--- src/mf2d_pkg.sv ---
// mf2d_pkg: sizes, register map, shared types and helpers of the 2-D median filter.
// No dependencies; every other file of the block but mf2d_ram uses it by scoped names.
`default_nettype none
package mf2d_pkg;
	localparam int MAX_WIDTH  = 1024;
	localparam int MAX_HEIGHT = 1024;
	localparam int MAX_WINDOW = 7;

	localparam int PIX_W  = 8;
	localparam int DIM_W  = 11;
	localparam int WS_W   = 3;
	localparam int ADDR_W = 4;
	localparam int DATA_W = 32;

	localparam int COL_W    = $clog2(MAX_WIDTH);
	localparam int ROW_W    = $clog2(MAX_HEIGHT);
	localparam int RMOD_W   = $clog2(MAX_WINDOW);
	localparam int WD_W     = $clog2(MAX_WIDTH + 1);
	localparam int HT_W     = $clog2(MAX_HEIGHT + 1);
	localparam int CNT_W    = $clog2(MAX_WIDTH * MAX_HEIGHT + 1);
	localparam int HALF_MAX = MAX_WINDOW / 2;
	localparam int G_W      = $clog2(HALF_MAX + 1);
	localparam int SPAN_W   = G_W + 1;
	localparam int NCELL    = MAX_WINDOW * MAX_WINDOW;
	localparam int MED_W    = $clog2(NCELL);
	localparam int RAM_DEPTH = MAX_WINDOW << COL_W;
	localparam int RAM_AW    = RMOD_W + COL_W;

	localparam logic [1:0] REG_IMAGE_WIDTH  = 2'd0;
	localparam logic [1:0] REG_IMAGE_HEIGHT = 2'd1;
	localparam logic [1:0] REG_WINDOW_SIZE  = 2'd2;

	localparam logic [DIM_W-1:0] WIDTH_RST  = DIM_W'(1024);
	localparam logic [DIM_W-1:0] HEIGHT_RST = DIM_W'(1024);
	localparam logic [WS_W-1:0]  WS_RST     = WS_W'(3);

	// link between neighboring sort cells
	typedef struct packed {
		logic [PIX_W-1:0] val;
		logic             valid;
		logic             gt;
	} link_t;

	// position of the middle element of a (2g+1)^2 window
	function automatic logic [MED_W-1:0] med_index(input logic [G_W-1:0] g);
		int side;
		side = 2 * int'(g) + 1;
		return MED_W'((side * side) >> 1);
	endfunction
endpackage
`default_nettype wire

--- src/mf2d_sort_cell.sv ---
// mf2d_sort_cell: one cell of the insertion sort chain, holds one sorted pixel.
// Depends on mf2d_pkg.
`default_nettype none
module mf2d_sort_cell (
	input  wire logic                       clk,
	input  wire logic                       arst_n,
	input  wire logic                       clear,
	input  wire logic                       insert,
	input  wire logic [mf2d_pkg::PIX_W-1:0] x,
	input  wire mf2d_pkg::link_t            prev,
	output mf2d_pkg::link_t                 nxt
);
	logic [mf2d_pkg::PIX_W-1:0] val_q;
	logic                       valid_q;
	logic                       gt;

	// empty cells count as larger than anything
	assign gt  = !valid_q || (val_q > x);
	assign nxt = '{val: val_q, valid: valid_q, gt: gt};

	always_ff @(posedge clk or negedge arst_n) begin
		if (!arst_n) begin
			valid_q <= 1'b0;
		end else if (clear) begin
			valid_q <= 1'b0;
		end else if (insert && gt) begin
			// shift right from the neighbor, or take the new pixel at the boundary
			valid_q <= prev.gt ? prev.valid : 1'b1;
		end
	end

	always_ff @(posedge clk) begin
		if (insert && gt) begin
			val_q <= prev.gt ? prev.val : x;
		end
	end
endmodule
`default_nettype wire

--- src/mf2d_sort_chain.sv ---
// mf2d_sort_chain: row of sort cells kept in ascending order, plus middle select.
// Depends on mf2d_pkg and mf2d_sort_cell.
`default_nettype none
module mf2d_sort_chain (
	input  wire logic                       clk,
	input  wire logic                       arst_n,
	input  wire logic                       clear,
	input  wire logic                       insert,
	input  wire logic [mf2d_pkg::PIX_W-1:0] x,
	input  wire logic [mf2d_pkg::MED_W-1:0] med_sel,
	output logic      [mf2d_pkg::PIX_W-1:0] median
);
	mf2d_pkg::link_t            lk   [mf2d_pkg::NCELL+1];
	logic [mf2d_pkg::PIX_W-1:0] vals [mf2d_pkg::NCELL];

	assign lk[0] = '{val: '0, valid: 1'b0, gt: 1'b0};

	for (genvar i = 0; i < mf2d_pkg::NCELL; i++) begin : g_cell
		mf2d_sort_cell u_cell (
			.clk    (clk),
			.arst_n (arst_n),
			.clear  (clear),
			.insert (insert),
			.x      (x),
			.prev   (lk[i]),
			.nxt    (lk[i+1])
		);
		assign vals[i] = lk[i+1].val;
	end

	assign median = vals[med_sel];
endmodule
`default_nettype wire

--- config.mk ---
export PLATFORM = sky130hd
export DESIGN_NAME = mf2d_sort_chain
export DESIGN_NICKNAME = d
export VERILOG_FILES = /design/src/mf2d_pkg.sv /design/src/mf2d_sort_cell.sv /design/src/mf2d_sort_chain.sv
export SDC_FILE = /design/constraint.sdc
export NUM_CORES = 1
export LEC_CHECK = 0
export BUFFER_PORTS_ARGS = -buffer_cell sky130_fd_sc_hd__buf_4
export CAP_MARGIN = 30
export CORE_MARGIN = 2
export CORE_UTILIZATION = 67
export CTS_BUF_LIST = sky130_fd_sc_hd__clkbuf_16
export DETAILED_ROUTE_END_ITERATION = 7
export GPL_TIMING_DRIVEN = 0
export PLACE_DENSITY = 0.84
export SETUP_SLACK_MARGIN = 0.02
export SLEW_MARGIN = 20
export SYNTH_ARGS = -nofsm -noshare
export SYNTH_HDL_FRONTEND = slang
export SYNTH_SLANG_ARGS = --single-unit
--- constraint.sdc ---
create_clock -name clk -period 5.8 [get_ports clk]
set_input_delay 1.16 -clock clk [delete_from_list [all_inputs] [get_ports clk]]
set_output_delay 1.16 -clock clk [all_outputs]
set_load 0.02 [all_outputs]
==> results.txt <==
- After the first detailed-routing iteration, the DRC count stood at 2,285.
- For this run, the leading register cell type out of synthesis is edfxtp_1.
* Height of the chip: 220 um
- Cells with a size suffix above 1 make up 26.2% of the layout.
- After clock tree synthesis, the clock-pin slew on the worst setup and hold paths is 0.06 ns.
- Number of global-route vias before repair: 23.1k
* Mapped Area: 0.0314 mm^2
- Pins over their slew limit: 0
- P&R area growth vs syn: 8.17%
* Unrepaired setup endpoints after global routing: no
- Number of distinct library cells after synthesis: 36
- The worst hold path belongs to the class reg2reg.
- Clock tree synthesis inserted a total of 49 buffers.
* Post-CTS setup repair buffer count: 0
- The worst setup path is captured at a primary output.
* Sum of met3 wire segment lengths after detailed routing: 9640 um
- Data required time of the worst path: 4.64 ns
* Sum of routed wire length over all layers: 91,600 um
- After detailed routing, the number of vias per cell comes to 7.33.
* Post-Place Worst Slack: 0.756 ns
* WS Path Type: in2out
- In the routed design, unresolved DRC markers number 0.
- Maximum number of pins on one net before global-route repair: 54
- After synthesis the netlist holds a flip-flop and latch count of 441.
- The H-tree was split into 2 levels.
- Number of enable-type register cells in the synthesized netlist: 392
- After the last flow step, the layout net total stands at 2,842.
- Tightest Pin Transition: 1.05 ns
- # rows: 79
* Root buffer cell: clkbuf_16
* Async set or reset register ratio after synthesis: 11.1%
- For this design, the sink count on the clock tree is 441.
* Placer congestion estimate: 1.02
- Input and output buffers added on the ports amount to 20.
- Global-route wire length before repair: 137,000 um
- Result of the run: finished, final reports clean
- Post-CTS resize count: 0
- At the later pin of the worst-skew pair, clock insertion delay measures 0.59 ns.
- Of the synthesized area, sequential elements account for 41.4%.
- Synth Instances: 2,350
- During synthesis, Yosys emitted a total of 0 warnings.
- The routed design uses 42,400 um of met2 wire.
* Clock tree skew after final layout: 0.0129 ns
- Including well taps, the total number of placed cells is 2,986.
* Largest fanout of any net on the critical path: 11
- HPWL Detailed: 65,900 um
- For this run, the top clock speed supported by timing is 0.187 GHz.
- After detailed routing, the wire length on met1 is 33,500 um.
* DR pass1 iterations: 6
* Final Non-Filler Cells: 3,081
- Overall die width: 220 um
- Detailed routing inserted a total of 22.6k vias.
- Setup violations, final: 0
* Fill cell count: 2,891
- The worst path needs 5.35 ns of the cycle, external delays included.
- TritonCTS built the clock tree.
- Final cycle utilization of the critical path: 92.3%
- Number of primary I/O pins: 26
- Total routing resource utilization after global routing: 38.1%
- Overflow after GRT: 0
* Total Power: 8180 uW
- In this run, post-CTS hold repair placed 0 buffers.
- Power per standard cell area: 241 mW/mm^2
* Static leakage power: 0.0133 uW
- Antenna violations before repair: 6
- The number of hold violations in the final report came to 0.
* Wire per inst: 29.7 um
- Clock Tree Buf Depth: 3
* Worst Hold Margin: 0.614 ns
* Endpoint arrival time on the critical path: 4.19 ns
- Post-synthesis area per instance: 13.4 um^2
- Critical path launch point type: input port
* Detail Route Antenna Nets: 0
- The highest layer touched by signal routing is met5.
- Max rail drop VDD: 0.225 mV
* Initial cell density of the core: 67.7%
* Worst relative slew slack: 29.9%
* Placeable core area: 0.0464 mm^2
- Setup slack closes at 0.445 ns.
- Max_cap viols: 0
- Highest-count cells in the layout ignoring fill and taps: 392 x ha_1, 392 x edfxtp_1, 391 x mux2_2
* Net count of the mapped netlist: 2,760
- The die covers 0.0486 mm^2.
==> cell families (layout without fill, tap and decap cells) <==
logic type / after synthesis / after routing / synth area share, %
buffers and inverters: 150 / 270 / 2.09
other: 0 / 4 / 0
DFF: 441 / 441 / 41.4
muxes: 575 / 575 / 23.2
AOI/OAI and AO/OA: 403 / 403 / 10.5
and+or+nand+nor: 389 / 389 / 7.13
adders and majority gates: 392 / 392 / 15.6
==> critical path, stage by stage <==
cell and delay (ns):
buf_6 0.24, buf_4 0.31, buf_4 0.33, mux2i_1 0.40, o22ai_1 0.15, o41ai_1 0.68, a21oi_1 0.24, a21oi_1 0.35
nor2_1 0.12, buf_4 0.18
==> power breakdown <==
| group | internal, uW | switching [uW] | leakage, uW | total [uW] |
|---|---|---|---|---|
| Clock | 1520 | 1300 | 0.000743 | 2820 |
| Combinational | 619 | 881 | 0.00808 | 1500 |
| Sequential | 3680 | 179 | 0.00452 | 3860 |
| Total | 5820 | 2360 | 0.0133 | 8180 |
==> layer usage <==
metal	vias up	GRT usage, %
li1	9576	-
met3	401	8.82
met2	1425	60.9
met4	4	23.1
met5	-	0
met1	11193	47.3
==> worst paths after layout <==
kind / startpoint / to / slack (ns) / cells past startpoint
worst max-delay path: med_sel[0] / median[1] / 0.45 / 10
worst min-delay path: g_cell[10].u_cell.val_q[0]$_DFFE_PP_ / g_cell[11].u_cell.val_q[0]$_DFFE_PP_ / 0.61 / 1
worst max register to register: g_cell[23].u_cell.val_q[1]$_DFFE_PP_ / g_cell[23].u_cell.val_q[2]$_DFFE_PP_ / 3.18 / 7
worst min register to register: g_cell[10].u_cell.val_q[0]$_DFFE_PP_ / g_cell[11].u_cell.val_q[0]$_DFFE_PP_ / 0.61 / 1
max in group asynchronous: arst_n / g_cell[15].u_cell.valid_q$_DFFE_PN0P_ / 4.48 / 1
min in group asynchronous: arst_n / g_cell[36].u_cell.valid_q$_DFFE_PN0P_ / 0.67 / 1
==> Yosys cell counts (all sizes together), types with 2 or more instances <==
master,number,area [um^2]
a211oi,7,52.6
a21o,50,375
a21oi,177,886
and2,47,294
buf,29,203
clkbuf,63,236
dfrtp,49,1230
edfxtp,392,11800
ha,392,4900
inv,58,218
mux2,391,4400
mux2i,100,1000
mux4,84,1890
nand2,11,41.3
nand2b,52,325
nand3,2,10.0
nand4,96,601
nor2,72,270
nor2b,105,657
nor3,2,10.0
o21ai,49,245
o22ai,55,344
o311ai,54,1300
o41ai,6,52.6
==> stage by stage <==
step / TNS, ns / area (um^2) / utilization [%]
final: 0 / 34000 / 73.3
after global routing: 0 / 33900 / 73.2
after CTS: 0 / 33900 / 73.2
after detailed placement: 0 / 32500 / 70.1
after global placement: -2.98 / 32300 / 69.7
after floorplan: 0 / 31400 / -
==> registers in the layout, summed over array words and instances, names as in the netlist <==
name and flops:
g_cell.u_cell.valid_q 49, g_cell.u_cell.val_q 392
==> area by class of cell <==
type	count	area (um^2)	area share (%)
Antenna cell	4	10.0	0.0295
Buffer	92	440	1.30
Clock buffer	49	1230	3.61
Clock inverter	40	168	0.494
Inverter	58	235	0.693
Multi-Input combinational cell	1759	17700	52.2
Sequential cell	441	13000	38.3
Tap cell	607	759	2.24
Timing Repair Buffer	31	382	1.12
(Power assumes the default switching activity.)
