File: config.mk
export PLATFORM = sky130hd
export DESIGN_NAME = mf2d_ram
export DESIGN_NICKNAME = d
export VERILOG_FILES = /design/src/mf2d_ram.sv
export SDC_FILE = /design/constraint.sdc
export NUM_CORES = 1
export LEC_CHECK = 0
export BUFFER_PORTS_ARGS = -buffer_cell sky130_fd_sc_hd__buf_2
export CAP_MARGIN = 40
export CORE_MARGIN = 4
export CORE_UTILIZATION = 56
export DETAILED_ROUTE_END_ITERATION = 10
export GPL_TIMING_DRIVEN = 0
export PLACE_DENSITY = 0.72
export SLEW_MARGIN = 20
export SYNTH_ARGS = -nofsm -noshare
export SYNTH_HDL_FRONTEND = slang
export SYNTH_SLANG_ARGS = --single-unit
File: constraint.sdc
create_clock -name clk -period 1.8 [get_ports clk]
set_input_delay 0.18 -clock clk [delete_from_list [all_inputs] [get_ports clk]]
set_output_delay 0.18 -clock clk [all_outputs]
set_load 0.005 [all_outputs]
File: src/mf2d_ram.sv
// mf2d_ram: generic simple dual-port RAM, one write and one registered read port.
// No dependencies.
`default_nettype none
module mf2d_ram #(
	parameter int WIDTH = 8,
	parameter int DEPTH = 64
) (
	input  wire logic                     clk,
	input  wire logic                     we,
	input  wire logic [$clog2(DEPTH)-1:0] waddr,
	input  wire logic [WIDTH-1:0]         wdata,
	input  wire logic                     re,
	input  wire logic [$clog2(DEPTH)-1:0] raddr,
	output logic      [WIDTH-1:0]         rdata
);
	logic [WIDTH-1:0] mem [DEPTH];

	always_ff @(posedge clk) begin
		if (we) begin
			mem[waddr] <= wdata;
		end
		if (re) begin
			rdata <= mem[raddr];
		end
	end
endmodule
`default_nettype wire

==> results of run 1 <==
## stage by stage
stage               TNS [ns]  hold slack (ns)  setup WS [ns]  utilization (%)  power, mW
floorplan             -0.481            0.279        -0.0653                -       14.4
detailed placement   -230.35            0.535          -1.25             59.5       15.1
global placement     -210.23            0.511          -1.21             58.8       15.0
global route           -3.90           0.0436         -0.317             65.3       26.0
CTS                    -2.08           0.0239         -0.278             64.5       25.3
finish                 -1.95           0.0361         -0.298             65.3       25.3
## area by class of cell
class                      instances  area (µm²)  share of cell area, %
tap                              461         577                   2.48
antenna                            2        5.00                 0.0215
multi-input combinational        369        4590                   19.7
buffer                            51         377                   1.62
clock inverter                    30         269                   1.16
sequential                       520       15600                   67.1
clock buffer                      62        1360                   5.84
timing repair buffer              57         494                   2.12
## state kept, by name (all words and copies together), names as in the netlist
register	cells
mem	512
rdata	8
## logic make-up (layout without fill, tap and decap cells)
logic type	Yosys count	after routing
flip-flops	520	520
AO/OA/AOI/OAI	54	54
buffers and inverters	51	200
AND/OR/NAND/NOR	153	153
other	0	2
multiplexers	162	162
## cell usage after synthesis
| library cell | number | area (µm²) |
|---|---|---|
| nor4_1 | 2 | 12.5 |
| nand3b_1 | 3 | 22.5 |
| buf_2 | 11 | 55.1 |
| nand2b_1 | 7 | 43.8 |
| buf_4 | 13 | 97.6 |
| nand3_1 | 13 | 65.1 |
| buf_12 | 2 | 40.0 |
| a21oi_1 | 3 | 15.0 |
| buf_6 | 4 | 45.0 |
| mux2i_1 | 23 | 230 |
| o21a_1 | 2 | 15.0 |
| mux2_2 | 13 | 146 |
| mux4_2 | 126 | 2840 |
| o32ai_1 | 2 | 17.5 |
| buf_1 | 4 | 15.0 |
| o2111ai_1 | 3 | 26.3 |
| nand2_1 | 19 | 71.3 |
| and2_1 | 1 | 6.26 |
| nand4b_1 | 1 | 8.76 |
| a2111oi_0 | 2 | 17.5 |
| edfxtp_1 | 520 | 15600 |
| nor2b_1 | 14 | 87.6 |
| o221ai_1 | 8 | 70.1 |
| nor3_1 | 7 | 35.0 |
| a31oi_1 | 1 | 6.26 |
| a22oi_1 | 3 | 22.5 |
| nor2_1 | 83 | 312 |
| or3_1 | 1 | 6.26 |
| o221a_2 | 2 | 22.5 |
| o21ai_1 | 2 | 10.0 |
| o311ai_1 | 1 | 8.76 |
| o22ai_1 | 8 | 50.1 |
| nand4_1 | 2 | 12.5 |
| o41ai_1 | 2 | 17.5 |
| a211oi_1 | 4 | 30.0 |
| o2bb2ai_1 | 3 | 26.3 |
| clkbuf_1 | 17 | 63.8 |
| o21ai_0 | 2 | 10.0 |
| a221oi_1 | 6 | 52.6 |
## worst reg2reg max path, stage by stage (launching register included)
cell and delay (ns):
edfxtp_1 0.36, mux4_2 0.52, mux4_2 0.56, nor2_4 0.13, nor3_1 0.07, o2bb2ai_2 0.18
## metal layers
metal / routed length (µm) / part of all wire (%) / global-route usage [%]
met5: 24 / 0.050 / 0
met2: 22500 / 47 / 37.4
met4: 1270 / 2.7 / 6.76
met1: 18600 / 39 / 36.4
met3: 5080 / 11 / 5.67
## worst min-delay path by stage
stage	from	to	depth (start not counted)
final	wdata[7]	mem[54][7]	1
after global routing	wdata[7]	mem[32][7]	1
after CTS	wdata[7]	mem[54][7]	1
after detailed placement	re	rdata[2]	1
after global placement	re	rdata[1]	1
after floorplan	wdata[0]	mem[0][0]	0
## where the power goes
part | internal (mW) | switching (mW)
Sequential | 13.4 | 0.0217
Combinational | 0.557 | 0.913
Clock | 6.06 | 4.35
## repair_timing
| item | CTS | global route |
|---|---|---|
| pin swaps | 3 | 1 |
| resized for setup | 39 | 40 |
| hold endpoints to repair | 8 | 0 |
| endpoints found under the setup margin | 76 | 176 |
| hold buffers | 1 | 0 |
==> results.toml, run 1 <==
[status]
status = "complete, but fails checks"
violations = "negative setup slack"

[worst_setup_path]
cpMostUsedCell = "mux4_2"
critical_path_arrival_ns = 2.39
endpoint = "rdata[2]"
start_kind = "flip-flop"
max_stage_delay_ns = 0.56
critPathKind = "flip-flop to flip-flop"
critPathCaptureType = "flip-flop"
r2r_slack_ns = -0.30
cp_top_family = "multiplexers"
path_buf_inv = 0
crit_start = "mem[11][2]"
path_max_fanout = 1
critPathRequiredTime_ns = 2.09
reg2reg_depth = 5
r2r_end = "rdata[2]"
r2r_start = "mem[11][2]"
cp_num_cells = 5
path_cells = "mux4_2, mux4_2, nor2_4, nor3_1, o2bb2ai_2"
crit_slowest_cell = "mux4_2"

[final_layout]
fillers = 2256
layout_common_cells = "edfxtp_1, mux4_2, nor2_1"
final_nets = 1072
drive_above_1_share_pct = 32.6
final_common_cell = "edfxtp_1"
postLayoutCellArea_um2 = 23300
syn2layout_area_growth_pct = 15.0
layout.cells.non_filler = 1552

[floorplanning]
rows = 69
die_area_um2 = 39300
die_h_um = 198
ioPinCount = 31
fp.dieW_um = 198
core_area_um2 = 35700
start_util_pct = 56.8

[clocking]
clkTransAtPathRegs_ns = 0.07
post_cts_buffers = 0
clock-root-buffer = "clkbuf_16"
clock-sinks = 520
clockBufferDepth = 3
h-tree-depth = 2
cts_tree = "done"
cts_buffers = 50
clock_latency_ns = 0.57

[drt]
drtPass1Iterations = 6
route.detailed.drc = 0
vias = 10300
ant_nets = 0
viasPerCell = 6.66
wl_per_cell_um = 30.6
totalWireLength_mm = 47.6
drt-initial-drc-count = 1425

[synthesis]
synthSimpleGateAreaFrac_pct = 3.37
synth_top_family_by_area = "multiplexers"
syn_inst = 940
synth_sequential_area_ratio_pct = 77.1
avgSynthCellArea_um2 = 21.5
synth_cell_types = 39
netlist_area_um2 = 20200
synth_adder_area_share_pct = 0
yosys-mux-area-fraction_pct = 15.9
ys_warn_count = 0
synth_nets = 963
synthXorXnorAreaFrac_pct = 0
yosys_register_bits = 520
synth_compound_area_share_pct = 2.06

[power]
powerDensity_nw_per_um2 = 1090
p_leak_nw = 7.34
ir_drop_v = 0.000663

[placement]
place.gp.congestion = 0.948
postPlaceCellArea_um2 = 21200
dpl.hpwl_mm = 30.9
portBuffers = 22
dp_cells = 1439

[sta]
setup_viol = 12
fmax_mhz = 477
slew_violations = 0
fin_crit_sh_pct = 117
hold_violations = 0
rsz0062_at_grt = "yes"
setup_ws_ns = -0.298
clock_skew_ns = 0.0152
slew_headroom_pct = 44.1
worst_pin_slew_ns = 0.835
period_needed_ns = 2.10

[flow_run]
drv_cap = 0

[global_route]
grt_pass1_wl_mm = 68.7
antenna_found_initial = 2
grt.total_usage_pct = 24.5
grt_pass1_vias = 10200
grt_max_degree = 49
grt-ovfl-total = 0

[hold_path]
hp-class = "input pin to flip-flop"
Note: power is estimated with default switching activity, not from simulation.
==> inputs of run 2 (changes only) <==
==> constraint.sdc (replaced) <==
create_clock -name clk -period 1.8 [get_ports clk]
set_input_delay 0.09 -clock clk [delete_from_list [all_inputs] [get_ports clk]]
set_output_delay 0.09 -clock clk [all_outputs]
set_load 0.005 [all_outputs]
==> run 2 against run 1 <==
The run still ends with negative setup slack left. Sequential share of layout area down 0.061 points. Die area unchanged. Wire length down 0.65%. Global-route usage up 0.087 points. Final area about the same. Via count down 1.8%. Register-to-register slack better by 0.03 ns. Maximum frequency down 0.10%.
==> results.toml, run 2 (synthesis gave the netlist of run 1 again) <==
[sta]
fmax_mhz = 476
worst_pin_slew_ns = 0.839
tns_ns = -2.68
fin_crit_sh_pct = 117
holdWs_ns = 0.0612
slew_headroom_pct = 43.8
rsz0062_at_grt = "yes"
clock_skew_ns = 0.0218
setup_viol = 34
slew_violations = 0
hold_violations = 0
period_needed_ns = 2.10
setup_ws_ns = -0.300

[placement]
dpl.hpwl_mm = 30.4
place_ws_ns = -1.01
dp_cells = 1440
place.gp.congestion = 0.918
portBuffers = 22

[worst_setup_path]
critPathCaptureType = "flip-flop"
cpMostUsedCell = "clkbuf_1"
path_cells = "buf_2, clkbuf_1, clkbuf_1, a221oi_1, a221oi_2, o2bb2ai_2"
path_max_fanout = 10
crit_slowest_cell = "clkbuf_1"
start_kind = "input pin"
max_stage_delay_ns = 0.67
r2r_slack_ns = -0.27
critPathKind = "input pin to flip-flop"
critPathRequiredTime_ns = 2.10
critical_path_arrival_ns = 2.40

[global_route]
grt_pass1_vias = 10200
grt_max_degree = 65
antenna_found_initial = 1
grt.total_usage_pct = 24.5
grt_pass1_wl_mm = 69.1
grt-ovfl-total = 0

[hold_path]
hp-class = "input pin to flip-flop"

[power]
powerDensity_nw_per_um2 = 1100
ir_drop_v = 0.000875
p_leak_nw = 7.34

[drt]
ant_nets = 0
viasPerCell = 6.53
drt-initial-drc-count = 1516
vias = 10200
route.detailed.drc = 0
wl_per_cell_um = 30.4
drtPass1Iterations = 6
totalWireLength_mm = 47.3

[clocking]
cts_tree = "done"
clock_latency_ns = 0.57
clock-sinks = 520
clockBufferDepth = 3
cts_buffers = 51
clock-root-buffer = "clkbuf_16"
h-tree-depth = 2
clkTransAtPathRegs_ns = 0.06

[final_layout]
layout_common_cells = "edfxtp_1, mux4_2, nor2_1, clkbuf_16, buf_4"
layout.cells.non_filler = 1554
top_regs = "mem x512, rdata x8"
finish.utilization_pct = 65.4
final_nets = 1073
multi_input_area_um2 = 4580
regMostFlops = "mem"
fillers = 2257
final_common_cell = "edfxtp_1"
drive_above_1_share_pct = 32.8
syn2layout_area_growth_pct = 15.1
regArea_um2 = 15600
largest_reg_flops = 512

[floorplanning]
fp.dieW_um = 198
die_area_um2 = 39300
rows = 69
start_util_pct = 56.8
ioPinCount = 31
core_area_um2 = 35700
die_h_um = 198

[status]
violations = "negative setup slack"
status = "complete, but fails checks"

[flow_run]
drv_cap = 0
==> run 2: cell types whose count changed in the layout (fill, tap and decap cells not counted), sizes merged <==
| cell | previous run | this run |
|---|---|---|
| diode | 2 | 3 |
| dlygate4sd3 | 1 | 3 |
| clkinv | 24 | 21 |
| clkinvlp | 1 | 3 |
| inv | 0 | 1 |
| bufinv | 5 | 7 |
| buf | 89 | 86 |
==> run 2: repair_timing <==
action | 4_1_cts | 5_1_grt
resized for setup | 41 | 33
hold endpoints to repair | 29 | 0
hold buffers | 3 | 0
endpoints found under the setup margin | 89 | 190
buffers inserted | 0 | 1
pin swaps | 2 | 6
==> run 2: layout make-up <==
class,count,area share (%)
tap,461,2.47
sequential,520,67.0
antenna,3,0.0322
multi-input combinational,369,19.6
buffer,51,1.49
timing repair buffer,57,2.10
clock inverter,32,1.44
clock buffer,61,5.82
==> run 2: report_power, final <==
part / switching (mW) / internal, mW
clock network: 4.36 / 6.36
logic: 0.885 / 0.546
registers: 0.0241 / 13.4
total: 5.27 / 20.3
==> run 2: critical path: cells and delay by family <==
kind	cells	cell delay, ns
buf+inv	3	1.52
compound gates	3	0.77
==> run 2: path summary, 6_finish.rpt <==
path / from / endpoint / depth (start not counted)
worst max-delay path: raddr[3] / rdata[2] / 6
worst min-delay path: wdata[2] / mem[45][2] / 1
worst max register to register: mem[16][4] / rdata[4] / 5
worst min register to register: mem[30][4] / rdata[4] / 3
==> run 2: routing by layer <==
metal  track usage [%]  vias up  wire length [µm]
met5                 0        -                 0
met4              8.14        0              1780
met2              39.0      584             22900
li1                  -     4166                 -
met3              4.12      121              4280
met1              35.6     5279             18300
==> run 2: stage by stage <==
stage | instance area [µm²] | power [mW]
after CTS | 23100 | 25.7
after floorplan | 20300 | 14.4
final | 23300 | 25.6
after detailed placement | 21200 | 15.0
after global placement | 21000 | 15.0
after global routing | 23300 | 26.4
